<file path="config.mk">
export PLATFORM = sky130hd
export DESIGN_NAME = bresenham_circle_generator
export DESIGN_NICKNAME = d
export VERILOG_FILES = /design/src/rtl/bcg_pkg.sv /design/src/rtl/bcg_queue.sv /design/src/rtl/bcg_front.sv /design/src/rtl/bcg_back.sv /design/src/rtl/bresenham_circle_generator.sv
export SDC_FILE = /design/constraint.sdc
export NUM_CORES = 1
export LEC_CHECK = 0
export BUFFER_PORTS_ARGS = -buffer_cell sky130_fd_sc_hd__clkbuf_2
export CORE_ASPECT_RATIO = 1.75
export CORE_UTILIZATION = 43
export CTS_CLUSTER_DIAMETER = 40
export CTS_CLUSTER_SIZE = 10
export DETAILED_ROUTE_END_ITERATION = 6
export GPL_TIMING_DRIVEN = 1
export SLEW_MARGIN = 10
export SYNTH_ARGS = -nofsm -noshare
export SYNTH_HDL_FRONTEND = slang
export SYNTH_SLANG_ARGS = --single-unit
</file>
<file path="constraint.sdc">
create_clock -name clock -period 7.5 [get_ports clock]
set_input_delay 0.375 -clock clock [delete_from_list [all_inputs] [get_ports clock]]
set_output_delay 0.375 -clock clock [all_outputs]
set_load 0.03 [all_outputs]
</file>
<file path="src/rtl/bcg_pkg.sv">
// ----------------------------------------------------------------------------
// bcg_pkg
// Shared types and constants of the circle rasterizer.
// ----------------------------------------------------------------------------
package bcg_pkg;

   // default field widths
   localparam int RADIUS_BITS_DEF = 10;
   localparam int COORD_BITS_DEF  = 12;

   // extra bits of the decision value beyond the radius width
   localparam int DEC_EXTRA = 4;

   // decision value constants
   localparam int DEC_INIT    = 3;
   localparam int DEC_NEG_INC = 6;
   localparam int DEC_POS_INC = 10;

   // depth of the queue between front and back
   localparam int QUEUE_DEPTH = 2;

   // item function codes
   typedef enum logic [0:0] {
      FUNC_START = 1'b0,
      FUNC_STEP  = 1'b1
   } func_type;

   // symmetric point slots of one group, in output order
   typedef enum logic [2:0] {
      SLOT_0 = 3'd0,
      SLOT_1 = 3'd1,
      SLOT_2 = 3'd2,
      SLOT_3 = 3'd3,
      SLOT_4 = 3'd4,
      SLOT_5 = 3'd5,
      SLOT_6 = 3'd6,
      SLOT_7 = 3'd7
   } slot_type;

   // queue handshake between front, queue and back
   typedef struct packed {
      logic full;
      logic empty;
   } queue_status_type;

endpackage

</file>
<file path="src/rtl/bcg_queue.sv">
// ----------------------------------------------------------------------------
// bcg_queue
// Short register queue carrying point groups from front to back.
// ----------------------------------------------------------------------------
module bcg_queue #(
   parameter int WIDTH = 8,
   parameter int DEPTH = bcg_pkg::QUEUE_DEPTH
) (
   input  logic                     clock,
   input  logic                     reset,
   input  logic                     push,
   input  logic [WIDTH-1:0]         push_data,
   input  logic                     pop,
   output logic [WIDTH-1:0]         pop_data,
   output bcg_pkg::queue_status_type status
);
   import bcg_pkg::*;

   localparam int PTR_W = (DEPTH > 1) ? $clog2(DEPTH) : 1;
   localparam int CNT_W = $clog2(DEPTH + 1);

   logic [WIDTH-1:0] mem_ff [DEPTH];
   logic [PTR_W-1:0] wr_ptr_ff, wr_ptr_in;
   logic [PTR_W-1:0] rd_ptr_ff, rd_ptr_in;
   logic [CNT_W-1:0] count_ff, count_in;

   // pointer and count update
   always_comb begin
      wr_ptr_in = wr_ptr_ff;
      rd_ptr_in = rd_ptr_ff;
      count_in  = count_ff;
      if (push) begin
         wr_ptr_in = (wr_ptr_ff == PTR_W'(DEPTH - 1)) ? '0 : wr_ptr_ff + 1'b1;
      end
      if (pop) begin
         rd_ptr_in = (rd_ptr_ff == PTR_W'(DEPTH - 1)) ? '0 : rd_ptr_ff + 1'b1;
      end
      if (push && !pop) begin
         count_in = count_ff + 1'b1;
      end else if (pop && !push) begin
         count_in = count_ff - 1'b1;
      end
   end

   always_ff @(posedge clock) begin
      if (reset) begin
         wr_ptr_ff <= '0;
         rd_ptr_ff <= '0;
         count_ff  <= '0;
      end else begin
         wr_ptr_ff <= wr_ptr_in;
         rd_ptr_ff <= rd_ptr_in;
         count_ff  <= count_in;
      end
   end

   // entry storage
   always_ff @(posedge clock) begin
      if (push) begin
         mem_ff[wr_ptr_ff] <= push_data;
      end
   end

   assign pop_data     = mem_ff[rd_ptr_ff];
   assign status.full  = (count_ff == CNT_W'(DEPTH));
   assign status.empty = (count_ff == '0);

endmodule

</file>
<file path="src/rtl/bcg_front.sv">
// ----------------------------------------------------------------------------
// bcg_front
// Accepts items, runs the decision variable and queues one point group
// per start or active step.
// ----------------------------------------------------------------------------
module bcg_front #(
   parameter int RADIUS_BITS = bcg_pkg::RADIUS_BITS_DEF,
   parameter int COORD_BITS  = bcg_pkg::COORD_BITS_DEF,
   parameter int GRP_W       = 2 * COORD_BITS + 2 * RADIUS_BITS + 1
) (
   input  logic                          clock,
   input  logic                          reset,
   input  logic                          req_valid,
   output logic                          req_stall,
   input  logic                          req_func,
   input  logic signed [COORD_BITS-1:0]  req_center_x,
   input  logic signed [COORD_BITS-1:0]  req_center_y,
   input  logic [RADIUS_BITS-1:0]        req_radius,
   output logic                          push,
   output logic [GRP_W-1:0]              push_data,
   input  bcg_pkg::queue_status_type     status
);
   import bcg_pkg::*;

   localparam int DW = RADIUS_BITS + DEC_EXTRA;

   logic                         active_ff, active_in;
   logic [RADIUS_BITS-1:0]       x_ff, x_in;
   logic [RADIUS_BITS-1:0]       y_ff, y_in;
   logic [DW-1:0]                p_ff, p_in;
   logic signed [COORD_BITS-1:0] cx_ff, cx_in;
   logic signed [COORD_BITS-1:0] cy_ff, cy_in;
   logic                         accept;
   logic                         done;

   assign req_stall = status.full;
   assign accept    = req_valid && !req_stall;

   // decision update and group generation
   always_comb begin
      active_in = active_ff;
      x_in      = x_ff;
      y_in      = y_ff;
      p_in      = p_ff;
      cx_in     = cx_ff;
      cy_in     = cy_ff;
      push      = 1'b0;
      if (accept) begin
         if (req_func == FUNC_START) begin
            cx_in = req_center_x;
            cy_in = req_center_y;
            x_in  = '0;
            y_in  = req_radius;
            p_in  = DW'(DEC_INIT) - (DW'(req_radius) << 1);
            push  = 1'b1;
         end else if (active_ff) begin
            if (p_ff[DW-1]) begin
               p_in = p_ff + (DW'(x_ff) << 2) + DW'(DEC_NEG_INC);
            end else begin
               p_in = p_ff + (DW'(x_ff) << 2) - (DW'(y_ff) << 2) + DW'(DEC_POS_INC);
               y_in = y_ff - 1'b1;
            end
            x_in = x_ff + 1'b1;
            push = 1'b1;
         end
      end
      done = !(x_in < y_in);
      if (push) begin
         active_in = !done;
      end
      push_data = {cx_in, cy_in, x_in, y_in, done};
   end

   always_ff @(posedge clock) begin
      if (reset) begin
         active_ff <= 1'b0;
         x_ff      <= '0;
         y_ff      <= '0;
         p_ff      <= '0;
         cx_ff     <= '0;
         cy_ff     <= '0;
      end else begin
         active_ff <= active_in;
         x_ff      <= x_in;
         y_ff      <= y_in;
         p_ff      <= p_in;
         cx_ff     <= cx_in;
         cy_ff     <= cy_in;
      end
   end

endmodule

</file>
<file path="src/rtl/bcg_back.sv">
// ----------------------------------------------------------------------------
// bcg_back
// Takes point groups from the queue and sends the eight mirrored points
// one per cycle through the output register while rsp_stall does not hold it.
// ----------------------------------------------------------------------------
module bcg_back #(
   parameter int RADIUS_BITS = bcg_pkg::RADIUS_BITS_DEF,
   parameter int COORD_BITS  = bcg_pkg::COORD_BITS_DEF,
   parameter int GRP_W       = 2 * COORD_BITS + 2 * RADIUS_BITS + 1
) (
   input  logic                          clock,
   input  logic                          reset,
   input  logic [GRP_W-1:0]              pop_data,
   output logic                          pop,
   input  bcg_pkg::queue_status_type     status,
   output logic                          rsp_valid,
   input  logic                          rsp_stall,
   output logic signed [COORD_BITS:0]    rsp_point_x,
   output logic signed [COORD_BITS:0]    rsp_point_y,
   output logic                          rsp_last_point
);
   import bcg_pkg::*;

   localparam int OW = COORD_BITS + 1;

   // current group
   logic                         grp_valid_ff, grp_valid_in;
   slot_type                     slot_ff, slot_in;
   logic signed [COORD_BITS-1:0] cx_ff, cx_in;
   logic signed [COORD_BITS-1:0] cy_ff, cy_in;
   logic [RADIUS_BITS-1:0]       x_ff, x_in;
   logic [RADIUS_BITS-1:0]       y_ff, y_in;
   logic                         done_ff, done_in;

   // output register
   logic                         rsp_valid_ff, rsp_valid_in;
   logic signed [OW-1:0]         px_ff, px_in;
   logic signed [OW-1:0]         py_ff, py_in;
   logic                         last_ff, last_in;

   logic                         load_out;
   logic                         end_grp;
   logic signed [OW-1:0]         wcx, wcy, wx, wy;

   assign load_out = grp_valid_ff && (!rsp_valid_ff || !rsp_stall);
   assign end_grp  = load_out && (slot_ff == SLOT_7);
   assign pop      = !status.empty && (!grp_valid_ff || end_grp);

   // group sequencing
   always_comb begin
      grp_valid_in = grp_valid_ff;
      slot_in      = slot_ff;
      {cx_in, cy_in, x_in, y_in, done_in} = {cx_ff, cy_ff, x_ff, y_ff, done_ff};
      if (pop) begin
         grp_valid_in = 1'b1;
         slot_in      = SLOT_0;
         {cx_in, cy_in, x_in, y_in, done_in} = pop_data;
      end else if (end_grp) begin
         grp_valid_in = 1'b0;
      end else if (load_out) begin
         slot_in = slot_type'(slot_ff + 3'd1);
      end
   end

   // mirrored point of the current slot
   always_comb begin
      wcx = OW'(cx_ff);
      wcy = OW'(cy_ff);
      wx  = OW'(x_ff);
      wy  = OW'(y_ff);
      unique case (slot_ff)
         SLOT_0: begin px_in = wcx + wx; py_in = wcy + wy; end
         SLOT_1: begin px_in = wcx + wy; py_in = wcy + wx; end
         SLOT_2: begin px_in = wcx + wy; py_in = wcy - wx; end
         SLOT_3: begin px_in = wcx + wx; py_in = wcy - wy; end
         SLOT_4: begin px_in = wcx - wx; py_in = wcy - wy; end
         SLOT_5: begin px_in = wcx - wy; py_in = wcy - wx; end
         SLOT_6: begin px_in = wcx - wy; py_in = wcy + wx; end
         SLOT_7: begin px_in = wcx - wx; py_in = wcy + wy; end
         default: begin px_in = wcx; py_in = wcy; end
      endcase
      last_in = done_ff && (slot_ff == SLOT_7);
   end

   // output valid
   always_comb begin
      rsp_valid_in = rsp_valid_ff;
      if (load_out) begin
         rsp_valid_in = 1'b1;
      end else if (!rsp_stall) begin
         rsp_valid_in = 1'b0;
      end
   end

   always_ff @(posedge clock) begin
      if (reset) begin
         grp_valid_ff <= 1'b0;
         slot_ff      <= SLOT_0;
         rsp_valid_ff <= 1'b0;
      end else begin
         grp_valid_ff <= grp_valid_in;
         slot_ff      <= slot_in;
         rsp_valid_ff <= rsp_valid_in;
      end
   end

   // payload registers
   always_ff @(posedge clock) begin
      cx_ff   <= cx_in;
      cy_ff   <= cy_in;
      x_ff    <= x_in;
      y_ff    <= y_in;
      done_ff <= done_in;
      if (load_out) begin
         px_ff   <= px_in;
         py_ff   <= py_in;
         last_ff <= last_in;
      end
   end

   assign rsp_valid      = rsp_valid_ff;
   assign rsp_point_x    = px_ff;
   assign rsp_point_y    = py_ff;
   assign rsp_last_point = last_ff;

endmodule

</file>
<file path="src/rtl/bresenham_circle_generator.sv">
// Circle rasterizer with eightfold symmetry. A start item (func 0) loads
// centre and radius and yields eight points; each step item (func 1) of an
// active circle moves one pixel along the octant and yields eight more, the
// last of the circle flagged by rsp_last_point. A step while idle is taken
// and yields nothing. Each item with results occupies the point sender for
// its eight points, one point per cycle while rsp_stall does not hold them;
// the first point passes through the group queue, the current-group
// registers and the output register before it shows on rsp_valid. A
// two-entry group queue sits between the decision logic and the sender, so
// up to two further items are taken while points are still going out.
// ----------------------------------------------------------------------------
// bresenham_circle_generator
// Top level: decision front, group queue and point sender.
// ----------------------------------------------------------------------------
module bresenham_circle_generator #(
   parameter int RADIUS_BITS = bcg_pkg::RADIUS_BITS_DEF,
   parameter int COORD_BITS  = bcg_pkg::COORD_BITS_DEF
) (
   input  logic                          clock,
   input  logic                          reset,
   input  logic                          req_valid,
   output logic                          req_stall,
   input  logic                          req_func,
   input  logic signed [COORD_BITS-1:0]  req_center_x,
   input  logic signed [COORD_BITS-1:0]  req_center_y,
   input  logic [RADIUS_BITS-1:0]        req_radius,
   output logic                          rsp_valid,
   input  logic                          rsp_stall,
   output logic signed [COORD_BITS:0]    rsp_point_x,
   output logic signed [COORD_BITS:0]    rsp_point_y,
   output logic                          rsp_last_point
);
   import bcg_pkg::*;

   localparam int GRP_W = 2 * COORD_BITS + 2 * RADIUS_BITS + 1;

   logic             push;
   logic [GRP_W-1:0] push_data;
   logic             pop;
   logic [GRP_W-1:0] pop_data;
   queue_status_type status;

   // decision front
   bcg_front #(
      .RADIUS_BITS (RADIUS_BITS),
      .COORD_BITS  (COORD_BITS),
      .GRP_W       (GRP_W)
   ) u_front (
      .clock        (clock),
      .reset        (reset),
      .req_valid    (req_valid),
      .req_stall    (req_stall),
      .req_func     (req_func),
      .req_center_x (req_center_x),
      .req_center_y (req_center_y),
      .req_radius   (req_radius),
      .push         (push),
      .push_data    (push_data),
      .status       (status)
   );

   // group queue
   bcg_queue #(
      .WIDTH (GRP_W),
      .DEPTH (QUEUE_DEPTH)
   ) u_queue (
      .clock     (clock),
      .reset     (reset),
      .push      (push),
      .push_data (push_data),
      .pop       (pop),
      .pop_data  (pop_data),
      .status    (status)
   );

   // point sender
   bcg_back #(
      .RADIUS_BITS (RADIUS_BITS),
      .COORD_BITS  (COORD_BITS),
      .GRP_W       (GRP_W)
   ) u_back (
      .clock          (clock),
      .reset          (reset),
      .pop_data       (pop_data),
      .pop            (pop),
      .status         (status),
      .rsp_valid      (rsp_valid),
      .rsp_stall      (rsp_stall),
      .rsp_point_x    (rsp_point_x),
      .rsp_point_y    (rsp_point_y),
      .rsp_last_point (rsp_last_point)
   );

endmodule

</file>
==> flow_metrics.env, run 1 <==
export IMPL_whs_path_depth=3
export IMPL_synthArstFlopShare=0
export IMPL_track_usage=0.221
export IMPL_p_per_area_nw_per_um2=460
export IMPL_clock_fmax_mhz=233
export IMPL_first_iter_violations=429
export IMPL_vdd_drop_max_v=0.000237
export IMPL_drive_gt1_frac=0.146
export IMPL_insertedDiodeCount=0
export IMPL_hold_viol=0
export IMPL_swShare=0.395
export IMPL_slew_viol_final=0
export IMPL_drc=0
export IMPL_comb_power_share=0.466
export IMPL_layout_min_cycle_time_ns=4.28
export IMPL_reg2regPathDepth=16
export IMPL_seqPwrFrac=0.326
export IMPL_coreArea_sq_um=28000
export IMPL_reg2reg_from="u_back.slot_ff[2]"
export IMPL_die_width_um=130
export IMPL_criticalPathCategory="reg -> reg"
export IMPL_setup_viol=0
export IMPL_syn_to_final_growth_pct=13.7
export IMPL_start_util=0.438
export IMPL_ys_types=69
export IMPL_avgSynthCellArea_sq_um=10.4
export IMPL_ys_ff_latch=229
export IMPL_rsz0062_at_grt="false"
export IMPL_critPathMaxFanout=12
export IMPL_status="completed"
export IMPL_ys_flop_type="edfxtp_1"
export IMPL_r2r_slack_ns=3.22
export IMPL_drv_cap=0
export IMPL_synth_warnings=0
export IMPL_ant_nets=0
export IMPL_avgRoutedWirePerCell_um=19.3
export IMPL_dp_slack_ns=3.20
export IMPL_nets=1359
export IMPL_hold_path_end="u_front.cy_ff[8]"
export IMPL_finalClockSkew_ns=0.0226
export IMPL_p_sw_mw=2.53
export IMPL_via_count=9076
export IMPL_clkPwrFrac=0.208
export IMPL_clockRootBuffer="clkbuf_16"
export IMPL_drt_vias_per_instance=5.55
export IMPL_worstHoldPathType="in -> reg"
export IMPL_dieArea_sq_um=29200
export IMPL_hold_start="req_center_y[8]"
export IMPL_start_kind="flip-flop"
export IMPL_p_leak_nw=5.42
export IMPL_relSlewSlack=0.354
export IMPL_regToRegEndpoint="u_back.rsp_point_x[12]"
export IMPL_cp_end_kind="flip-flop"
export IMPL_clockBufferDepth=3
export IMPL_arrival_ns=4.59
export IMPL_clock_sinks=229
export IMPL_port_buffers=67
export IMPL_cts_tree="yes"
export IMPL_tightest_slew_ns=0.958
export IMPL_min_period_over_period=0.571
export IMPL_grt_pass1_wl_mm=48.7
export IMPL_io_pins=68
export IMPL_grt_pass1_vias=9122
export IMPL_ys_seq_area_frac=0.507
export IMPL_synth_edf_count=162
export IMPL_path_clk_slew_ns=0.05
export IMPL_insertion_delay_ns=0.56
export IMPL_cts_setup_buffers=0
export IMPL_dp_hpwl_mm=23.2
export IMPL_crit_required_ns=7.81
export IMPL_num_rows=81
export IMPL_synthCells=1172
export IMPL_grt_antenna_before_repair=0
export IMPL_cts_hold_buf=0
export IMPL_fin_ws_ns=3.22
export IMPL_setup_tns_ns=0
export IMPL_gr_total_overflow=0
export IMPL_wl_mm=31.6
export IMPL_synthesis_nets=1291
export IMPL_synthesis_area_sq_um=12200
export IMPL_die_h_um=225
export IMPL_dr_pass1_iters=5
export IMPL_htreeDepth=1
export IMPL_cts_resized=0
export IMPL_grt_max_degree=66
export IMPL_internal_power_mw=3.88
export IMPL_gp_congestion=0.983
export IMPL_cts_buffers=30
-- layout make-up --
class | count | area [sq um]
fill | 2611 | 14100
sequential | 229 | 6210
multi-input combinational | 843 | 5690
clock buffer | 45 | 807
tap | 373 | 467
timing repair buffer | 78 | 418
inverter | 58 | 218
clock inverter | 10 | 119
-- metrics by stage --
step           total power, mW  area, sq um  cells  utilization  hold WS [ns]
2_1_floorplan             4.28        12200   1172            -         0.444
3_3_place_gp              5.05        13000   1581        0.465         0.450
3_5_place_dp              5.09        13000   1581        0.465         0.457
4_1_cts                   6.45        13900   1636        0.498        0.0392
5_1_grt                   6.82        13900   1636        0.498        0.0623
6_report                  6.41        13900   1636        0.498        0.0624
-- worst max path at each step --
| stage | end | slack, ns | depth (start not counted) | start |
|---|---|---|---|---|
| final | u_back.rsp_point_x[12] | 3.22 | 16 | u_back.slot_ff[2] |
| after global routing | u_back.rsp_point_x[12] | 2.85 | 16 | u_back.slot_ff[2] |
| after CTS | u_back.rsp_point_x[12] | 3.22 | 16 | u_back.slot_ff[2] |
| after detailed placement | u_back.rsp_point_x[12] | 3.20 | 16 | u_back.slot_ff[2] |
| after global placement | u_back.rsp_point_x[10] | 3.37 | 16 | u_back.slot_ff[2] |
| after floorplan | u_queue.count_ff[1] | 3.20 | 8 | u_back.slot_ff[0] |
-- flip-flops by register name (all words and copies together), names as in the netlist --
signal                 count
u_queue.mem_ff            90
u_back.rsp_point_x        13
u_back.rsp_point_y        13
u_front.p_ff              13
u_back.cx_ff              12
u_back.cy_ff              12
u_front.cx_ff             12
u_front.cy_ff             12
u_back.x_ff               10
u_back.y_ff               10
u_front.x_ff              10
u_front.y_ff              10
u_back.slot_ff             3
u_queue.count_ff           2
u_back.done_ff             1
u_back.grp_valid_ff        1
u_back.rsp_last_point      1
u_back.rsp_valid           1
u_front.active_ff          1
u_queue.rd_ptr_ff          1
u_queue.wr_ptr_ff          1
-- metal layers --
metal	up-vias	track usage	wire length, um
li1	4429	-	-
met1	4321	0.226	11700
met2	235	0.427	17300
met3	91	0.0195	918
met4	0	0.124	1680
met5	-	0	0
-- power groups by stage --
stage | logic [mW] | registers [mW] | clock network (mW)
floorplan | 2.10 | 2.18 | 0
global placement | 2.94 | 2.11 | 0
detailed placement | 2.98 | 2.11 | 0
CTS | 2.99 | 2.09 | 1.37
global route | 3.28 | 2.12 | 1.42
finish | 2.98 | 2.09 | 1.34
-- cell families (layout without fill, tap and decap cells) --
logic type	Yosys count	in the layout	synth area share
compound gates	286	286	0.147
xor+xnor	68	68	0.0492
fa+ha+maj	80	80	0.0836
buf+inv	100	191	0.0315
flops	229	229	0.507
mux	49	49	0.0449
simple gates	360	360	0.137
-- synth_stat cells (21+ instances only) --
library cell  count  area [sq um]
ha_1             77           963
a21oi_1         108           541
nand2_1         127           477
dfxtp_1          67          1340
mux2_2           47           529
nor3_1           33           165
clkbuf_1         38           143
nor2b_1          21           131
xor2_1           24           210
edfxtp_1        162          4860
nand3_1          21           105
nor2_1           91           342
inv_1            58           218
xnor2_1          43           377
o21ai_0          52           260
-- placed cells by master, fill, tap and decap left out, drive strengths merged, types with 4 or more instances in the layout --
| cell type | n |
|---|---|
| o221ai | 7 |
| and3 | 6 |
| mux2 | 47 |
| nand3 | 21 |
| a21oi | 108 |
| a22oi | 9 |
| clkinv | 5 |
| o21ai | 61 |
| clkbuf | 112 |
| or3b | 4 |
| xor2 | 24 |
| a21o | 12 |
| buf | 11 |
| nor4 | 5 |
| inv | 60 |
| and2 | 8 |
| a31oi | 9 |
| o22ai | 7 |
| a221o | 6 |
| a211oi | 8 |
| nand4 | 5 |
| edfxtp | 162 |
| or2 | 4 |
| xnor2 | 44 |
| nand2b | 8 |
| nor2 | 92 |
| nor2b | 21 |
| o211ai | 15 |
| dfxtp | 67 |
| ha | 77 |
| a221oi | 4 |
| nand2 | 128 |
| or3 | 18 |
| nor3 | 33 |
| o21a | 10 |
-- worst max-delay path: stages (launching register included) --
cell	delay, ns
dfxtp_1	0.54
inv_1	0.11
ha_1	0.22
nand2b_1	0.41
nor2_1	0.42
nand2_1	0.23
o211ai_1	0.14
o21ai_0	0.19
fa_1	0.47
a21o_1	0.17
a21oi_1	0.22
inv_1	0.06
a21oi_1	0.21
o21ai_1	0.13
a41oi_1	0.25
a21oi_1	0.11
xnor2_1	0.14
Power figures use the tool's default switching activity.
==> inputs of run 2 (changes only) <==
Clock period 7.5 ns to 4.35 ns, I/O delays scaled along.
==> flow_metrics.env, run 2 (synthesized netlist as in run 1, its figures left out) <==
export IMPL_crit_start="u_front.x_ff[0]"
export IMPL_insertion_delay_ns=0.54
export IMPL_coreArea_sq_um=28000
export IMPL_grt_pass1_wl_mm=49.2
export IMPL_dp_slack_ns=0.274
export IMPL_first_iter_violations=582
export IMPL_p_leak_nw=5.59
export IMPL_clock_fmax_mhz=247
export IMPL_drive_gt1_frac=0.155
export IMPL_nets=1400
export IMPL_layout_min_cycle_time_ns=4.05
export IMPL_insertedDiodeCount=0
export IMPL_status="completed"
export IMPL_min_period_over_period=0.931
export IMPL_clkPwrFrac=0.203
export IMPL_tightest_slew_ns=0.936
export IMPL_slew_viol_final=0
export IMPL_fin_ws_ns=0.300
export IMPL_start_kind="flip-flop"
export IMPL_setup_tns_ns=0
export IMPL_final_common_cell="edfxtp_1"
export IMPL_htreeDepth=1
export IMPL_largest_reg_flops=90
export IMPL_drc=0
export IMPL_hold_viol=0
export IMPL_clockBufferDepth=3
export IMPL_worstHoldPathType="in -> reg"
export IMPL_track_usage=0.222
export IMPL_rsz0062_at_grt="false"
export IMPL_cp_end_kind="flip-flop"
export IMPL_port_buffers=67
export IMPL_dieArea_sq_um=29200
export IMPL_hold_start="req_radius[0]"
export IMPL_io_pins=68
export IMPL_swShare=0.389
export IMPL_clockRootBuffer="clkbuf_16"
export IMPL_drv_cap=0
export IMPL_grt_max_degree=48
export IMPL_arrival_ns=4.53
export IMPL_drt_vias_per_instance=5.41
export IMPL_gr_total_overflow=0
export IMPL_finalInstanceArea_sq_um=14300
export IMPL_vdd_drop_max_v=0.000368
export IMPL_top_register="u_queue.mem_ff"
export IMPL_die_width_um=130
export IMPL_crit_required_ns=4.83
export IMPL_reg2reg_from="u_front.x_ff[0]"
export IMPL_p_per_area_nw_per_um2=771
export IMPL_internal_power_mw=6.72
export IMPL_via_count=9065
export IMPL_syn_to_final_growth_pct=16.5
export IMPL_cts_buffers=29
export IMPL_p_sw_mw=4.29
export IMPL_avgRoutedWirePerCell_um=18.6
export IMPL_seqPwrFrac=0.326
export IMPL_n_fill_cell=2574
export IMPL_setup_viol=0
export IMPL_dp_hpwl_mm=23.2
export IMPL_ant_nets=0
export IMPL_start_util=0.438
export IMPL_grt_pass1_vias=9285
export IMPL_gp_congestion=0.931
export IMPL_num_rows=81
export IMPL_die_h_um=225
export IMPL_critPathMaxFanout=6
export IMPL_dr_pass1_iters=5
export IMPL_placed_area_sq_um=13100
export IMPL_grt_antenna_before_repair=0
export IMPL_comb_power_share=0.471
export IMPL_wl_mm=31.3
export IMPL_mostFrequentLayoutCells="edfxtp_1, nand2_1, a21oi_1"
export IMPL_clock_sinks=229
export IMPL_relSlewSlack=0.370
export IMPL_criticalPathCategory="reg -> reg"
export IMPL_finalClockSkew_ns=0.00877
export IMPL_cts_tree="yes"
export IMPL_path_clk_slew_ns=0.06
==> run 2: cell types whose count changed in the layout (fill, tap and decap cells not counted), moves of 2 or more <==
| cell | change |
|---|---|
| buf_4 | +17 |
| clkbuf_1 | +2 |
| clkbuf_8 | +3 |
| clkinv_1 | -2 |
| clkinv_2 | -2 |
| dlygate4sd3_1 | +25 |
==> run 2: power by group through the flow <==
stage	Combinational, mW	Clock [mW]	Sequential, mW
2_1_floorplan	3.63	0	3.75
3_5_place_dp	5.18	0	3.63
5_1_grt	5.75	2.37	3.66
6_report	5.18	2.23	3.59
3_3_place_gp	5.13	0	3.62
4_1_cts	5.23	2.28	3.59
==> run 2: per-stage QoR <==
step | std cells | total power [mW] | util | hold WS, ns
5_1_grt | 1677 | 11.8 | 0.510 | 0.138
2_1_floorplan | 1172 | 7.38 | - | 0.362
3_3_place_gp | 1598 | 8.75 | 0.469 | 0.450
6_report | 1677 | 11.0 | 0.510 | 0.0976
3_5_place_dp | 1598 | 8.81 | 0.469 | 0.456
4_1_cts | 1677 | 11.1 | 0.510 | 0.0954
==> run 2: metal layers <==
metal / track usage / vias to the layer above / part of all wire
li1: - / 4503 / -
met1: 0.236 / 4270 / 0.38
met2: 0.418 / 219 / 0.54
met5: 0 / - / 0
met4: 0.126 / 0 / 0.053
met3: 0.0233 / 73 / 0.029
==> run 2: path summary, 6_finish.rpt <==
check / to / slack (ns) / depth (start not counted)
worst min register to register: u_front.cx_ff[5] / 0.46 / 2
worst max register to register: u_front.p_ff[13] / 0.30 / 14
worst max-delay path: u_front.p_ff[13] / 0.30 / 14
worst min-delay path: u_front.p_ff[1] / 0.1 / 4
==> run 2: timing repair <==
action                                  CTS  global route
endpoints found under the setup margin    0             4
hold buffers                             25             0
setup buffers                             0             0
hold endpoints to repair                 49             0
gates resized for setup                   0             3
==> run 2: final cells by class <==
type                    count  area [sq um]  area share
inverters                  58           218      0.0153
well taps                 373           467      0.0327
clock inverters             5          62.6     0.00438
flip-flops and latches    229          6210       0.435
clock buffers              49           831      0.0582
multi-input cells         843          5690       0.399
repair buffers            120           796      0.0558
==> run 2: critical path, cell delays in order (launching register included) <==
cell,delay (ns)
dfxtp_1,0.36
ha_1,0.26
fa_1,0.44
xnor2_1,0.40
inv_1,0.09
ha_1,0.29
ha_1,0.36
o21a_1,0.19
o31a_1,0.13
o31a_1,0.30
o31ai_1,0.37
a31oi_1,0.16
xor2_1,0.17
or4_1,0.41
nand3_1,0.07
==> inputs of run 3 (changes only) <==
Settings changed: BUFFER_PORTS_ARGS -buffer_cell sky130_fd_sc_hd__clkbuf_2 to not set, DONT_BUFFER_PORTS set to 1, PLACE_DENSITY_LB_ADDON set to 0.3.
==> flow_metrics.env, run 3 (synthesized netlist as in run 1, its figures left out) <==
export IMPL_relSlewSlack=0.189
export IMPL_io_pins=68
export IMPL_final_common_cell="edfxtp_1"
export IMPL_drc=0
export IMPL_clock_fmax_mhz=244
export IMPL_cts_buffers=30
export IMPL_cp_end_kind="flip-flop"
export IMPL_via_count=8996
export IMPL_n_fill_cell=2525
export IMPL_gr_total_overflow=0
export IMPL_drt_vias_per_instance=5.56
export IMPL_multiInputGateArea_sq_um=5700
export IMPL_p_per_area_nw_per_um2=779
export IMPL_start_util=0.438
export IMPL_coreArea_sq_um=28000
export IMPL_avgRoutedWirePerCell_um=19.7
export IMPL_grt_max_degree=66
export IMPL_dr_pass1_iters=5
export IMPL_finalInstanceArea_sq_um=14100
export IMPL_path_clk_slew_ns=0.06
export IMPL_dieArea_sq_um=29200
export IMPL_cp_top_family="compound AO/OA/AOI/OAI gates"
export IMPL_path_cells="ha_1 -> ha_1 -> a21o_1 -> nor2_2 -> o21ai_0 -> o21ai_0 -> ha_1 -> inv_1 -> fa_1 -> a21o_1 -> a21oi_1 -> inv_1 -> a21oi_1 -> o21ai_1 -> a41oi_1 -> nor2b_1 -> xnor2_1"
export IMPL_dp_slack_ns=-0.0584
export IMPL_critPathMaxFanout=6
export IMPL_vdd_drop_max_v=0.000403
export IMPL_p_leak_nw=5.36
export IMPL_htreeDepth=1
export IMPL_hold_viol=0
export IMPL_dp_hpwl_mm=23.3
export IMPL_grt_pass1_vias=9386
export IMPL_syn_to_final_growth_pct=14.9
export IMPL_min_period_over_period=0.943
export IMPL_clockRootBuffer="clkbuf_16"
export IMPL_layout_min_cycle_time_ns=4.10
export IMPL_grt_pass1_wl_mm=50.3
export IMPL_finalClockSkew_ns=0.0148
export IMPL_fin_ws_ns=0.249
export IMPL_insertedDiodeCount=0
export IMPL_top_register="u_queue.mem_ff"
export IMPL_timing_hold_ws_ns=0.0292
export IMPL_worstHoldPathType="in -> reg"
export IMPL_nets=1339
export IMPL_first_iter_violations=428
export IMPL_criticalPathCategory="reg -> reg"
export IMPL_rsz0062_at_grt="false"
export IMPL_port_buffers=0
export IMPL_placed_area_sq_um=12700
export IMPL_die_width_um=130
export IMPL_start_kind="flip-flop"
export IMPL_drive_gt1_frac=0.109
export IMPL_crit_buf_inv=2
export IMPL_gp_congestion=0.948
export IMPL_die_h_um=225
export IMPL_wl_mm=31.8
export IMPL_drv_cap=0
export IMPL_clock_sinks=229
export IMPL_insertion_delay_ns=0.55
export IMPL_largest_reg_flops=90
export IMPL_regArea_sq_um=6210
export IMPL_crit_path_frequent_cell="ha_1"
export IMPL_ant_nets=0
export IMPL_setup_viol=0
export IMPL_slew_viol_final=0
export IMPL_grt_antenna_before_repair=0
export IMPL_tightest_slew_ns=1.22
export IMPL_track_usage=0.227
export IMPL_crit_required_ns=4.65
export IMPL_status="completed"
export IMPL_slowest_stage="fa_1"
export IMPL_mostFrequentLayoutCells="edfxtp_1, nand2_1, a21oi_1"
export IMPL_arrival_ns=4.40
export IMPL_slowest_delay_ns=0.40
export IMPL_clockBufferDepth=3
export IMPL_num_rows=81
export IMPL_cts_tree="yes"
## run 3: changes by cell type in the layout (fill, tap and decap cells not counted), moves of 3 or more
cell	delta
dlygate4sd3_1	+11
clkbuf_2	-67
clkbuf_16	+3
buf_4	-7
clkbuf_1	-3
## run 3: metal layers
metal  vias to the layer above  track usage  routed length (um)  share of wire
li1                       4384            -                   -              -
met1                      4306        0.234               11500           0.36
met2                       214        0.426               17300           0.55
met3                        92       0.0309                1080          0.034
met4                         0        0.138                1840          0.058
met5                         -            0                   0              0
## run 3: power by group
part	switching, mW	total, mW	internal [mW]
sequential	0.707	3.95	3.24
clock	0.887	2.28	1.40
combinational	2.70	4.73	2.04
total	4.29	11.0	6.68
## run 3: final timing paths
check / start / end / slack, ns / cells after the start
min: reset / u_front.p_ff[7] / 0.03 / 2
min reg2reg: u_front.cy_ff[10] / u_front.cy_ff[10] / 0.46 / 2
max: u_back.slot_ff[0] / u_back.rsp_point_x[10] / 0.25 / 17
max reg2reg: u_back.slot_ff[0] / u_back.rsp_point_x[10] / 0.25 / 17
## run 3: layout make-up
type	instances	share of cell area
repair buffers	58	0.0388
well taps	373	0.0332
inverters	58	0.0155
clock buffers	49	0.0636
flip-flops and latches	229	0.441
clock inverters	7	0.00311
multi-input cells	843	0.405
## run 3: repair_timing
action / CTS / global route
setup buffers: 0 / 0
endpoints found under the setup margin: 2 / 4
resized for setup: 1 / 5
hold buffers: 37 / 0
hold endpoints to repair: 119 / 0
## run 3: per-stage QoR
| step | utilization | power [mW] | instances | TNS, ns |
|---|---|---|---|---|
| after floorplan | - | 7.38 | 1172 | 0 |
| after global routing | 0.503 | 11.7 | 1617 | 0 |
| after detailed placement | 0.455 | 8.66 | 1524 | -0.0658 |
| final | 0.503 | 11.0 | 1617 | 0 |
| after CTS | 0.503 | 11.0 | 1617 | 0 |
| after global placement | 0.455 | 8.58 | 1524 | -0.0417 |
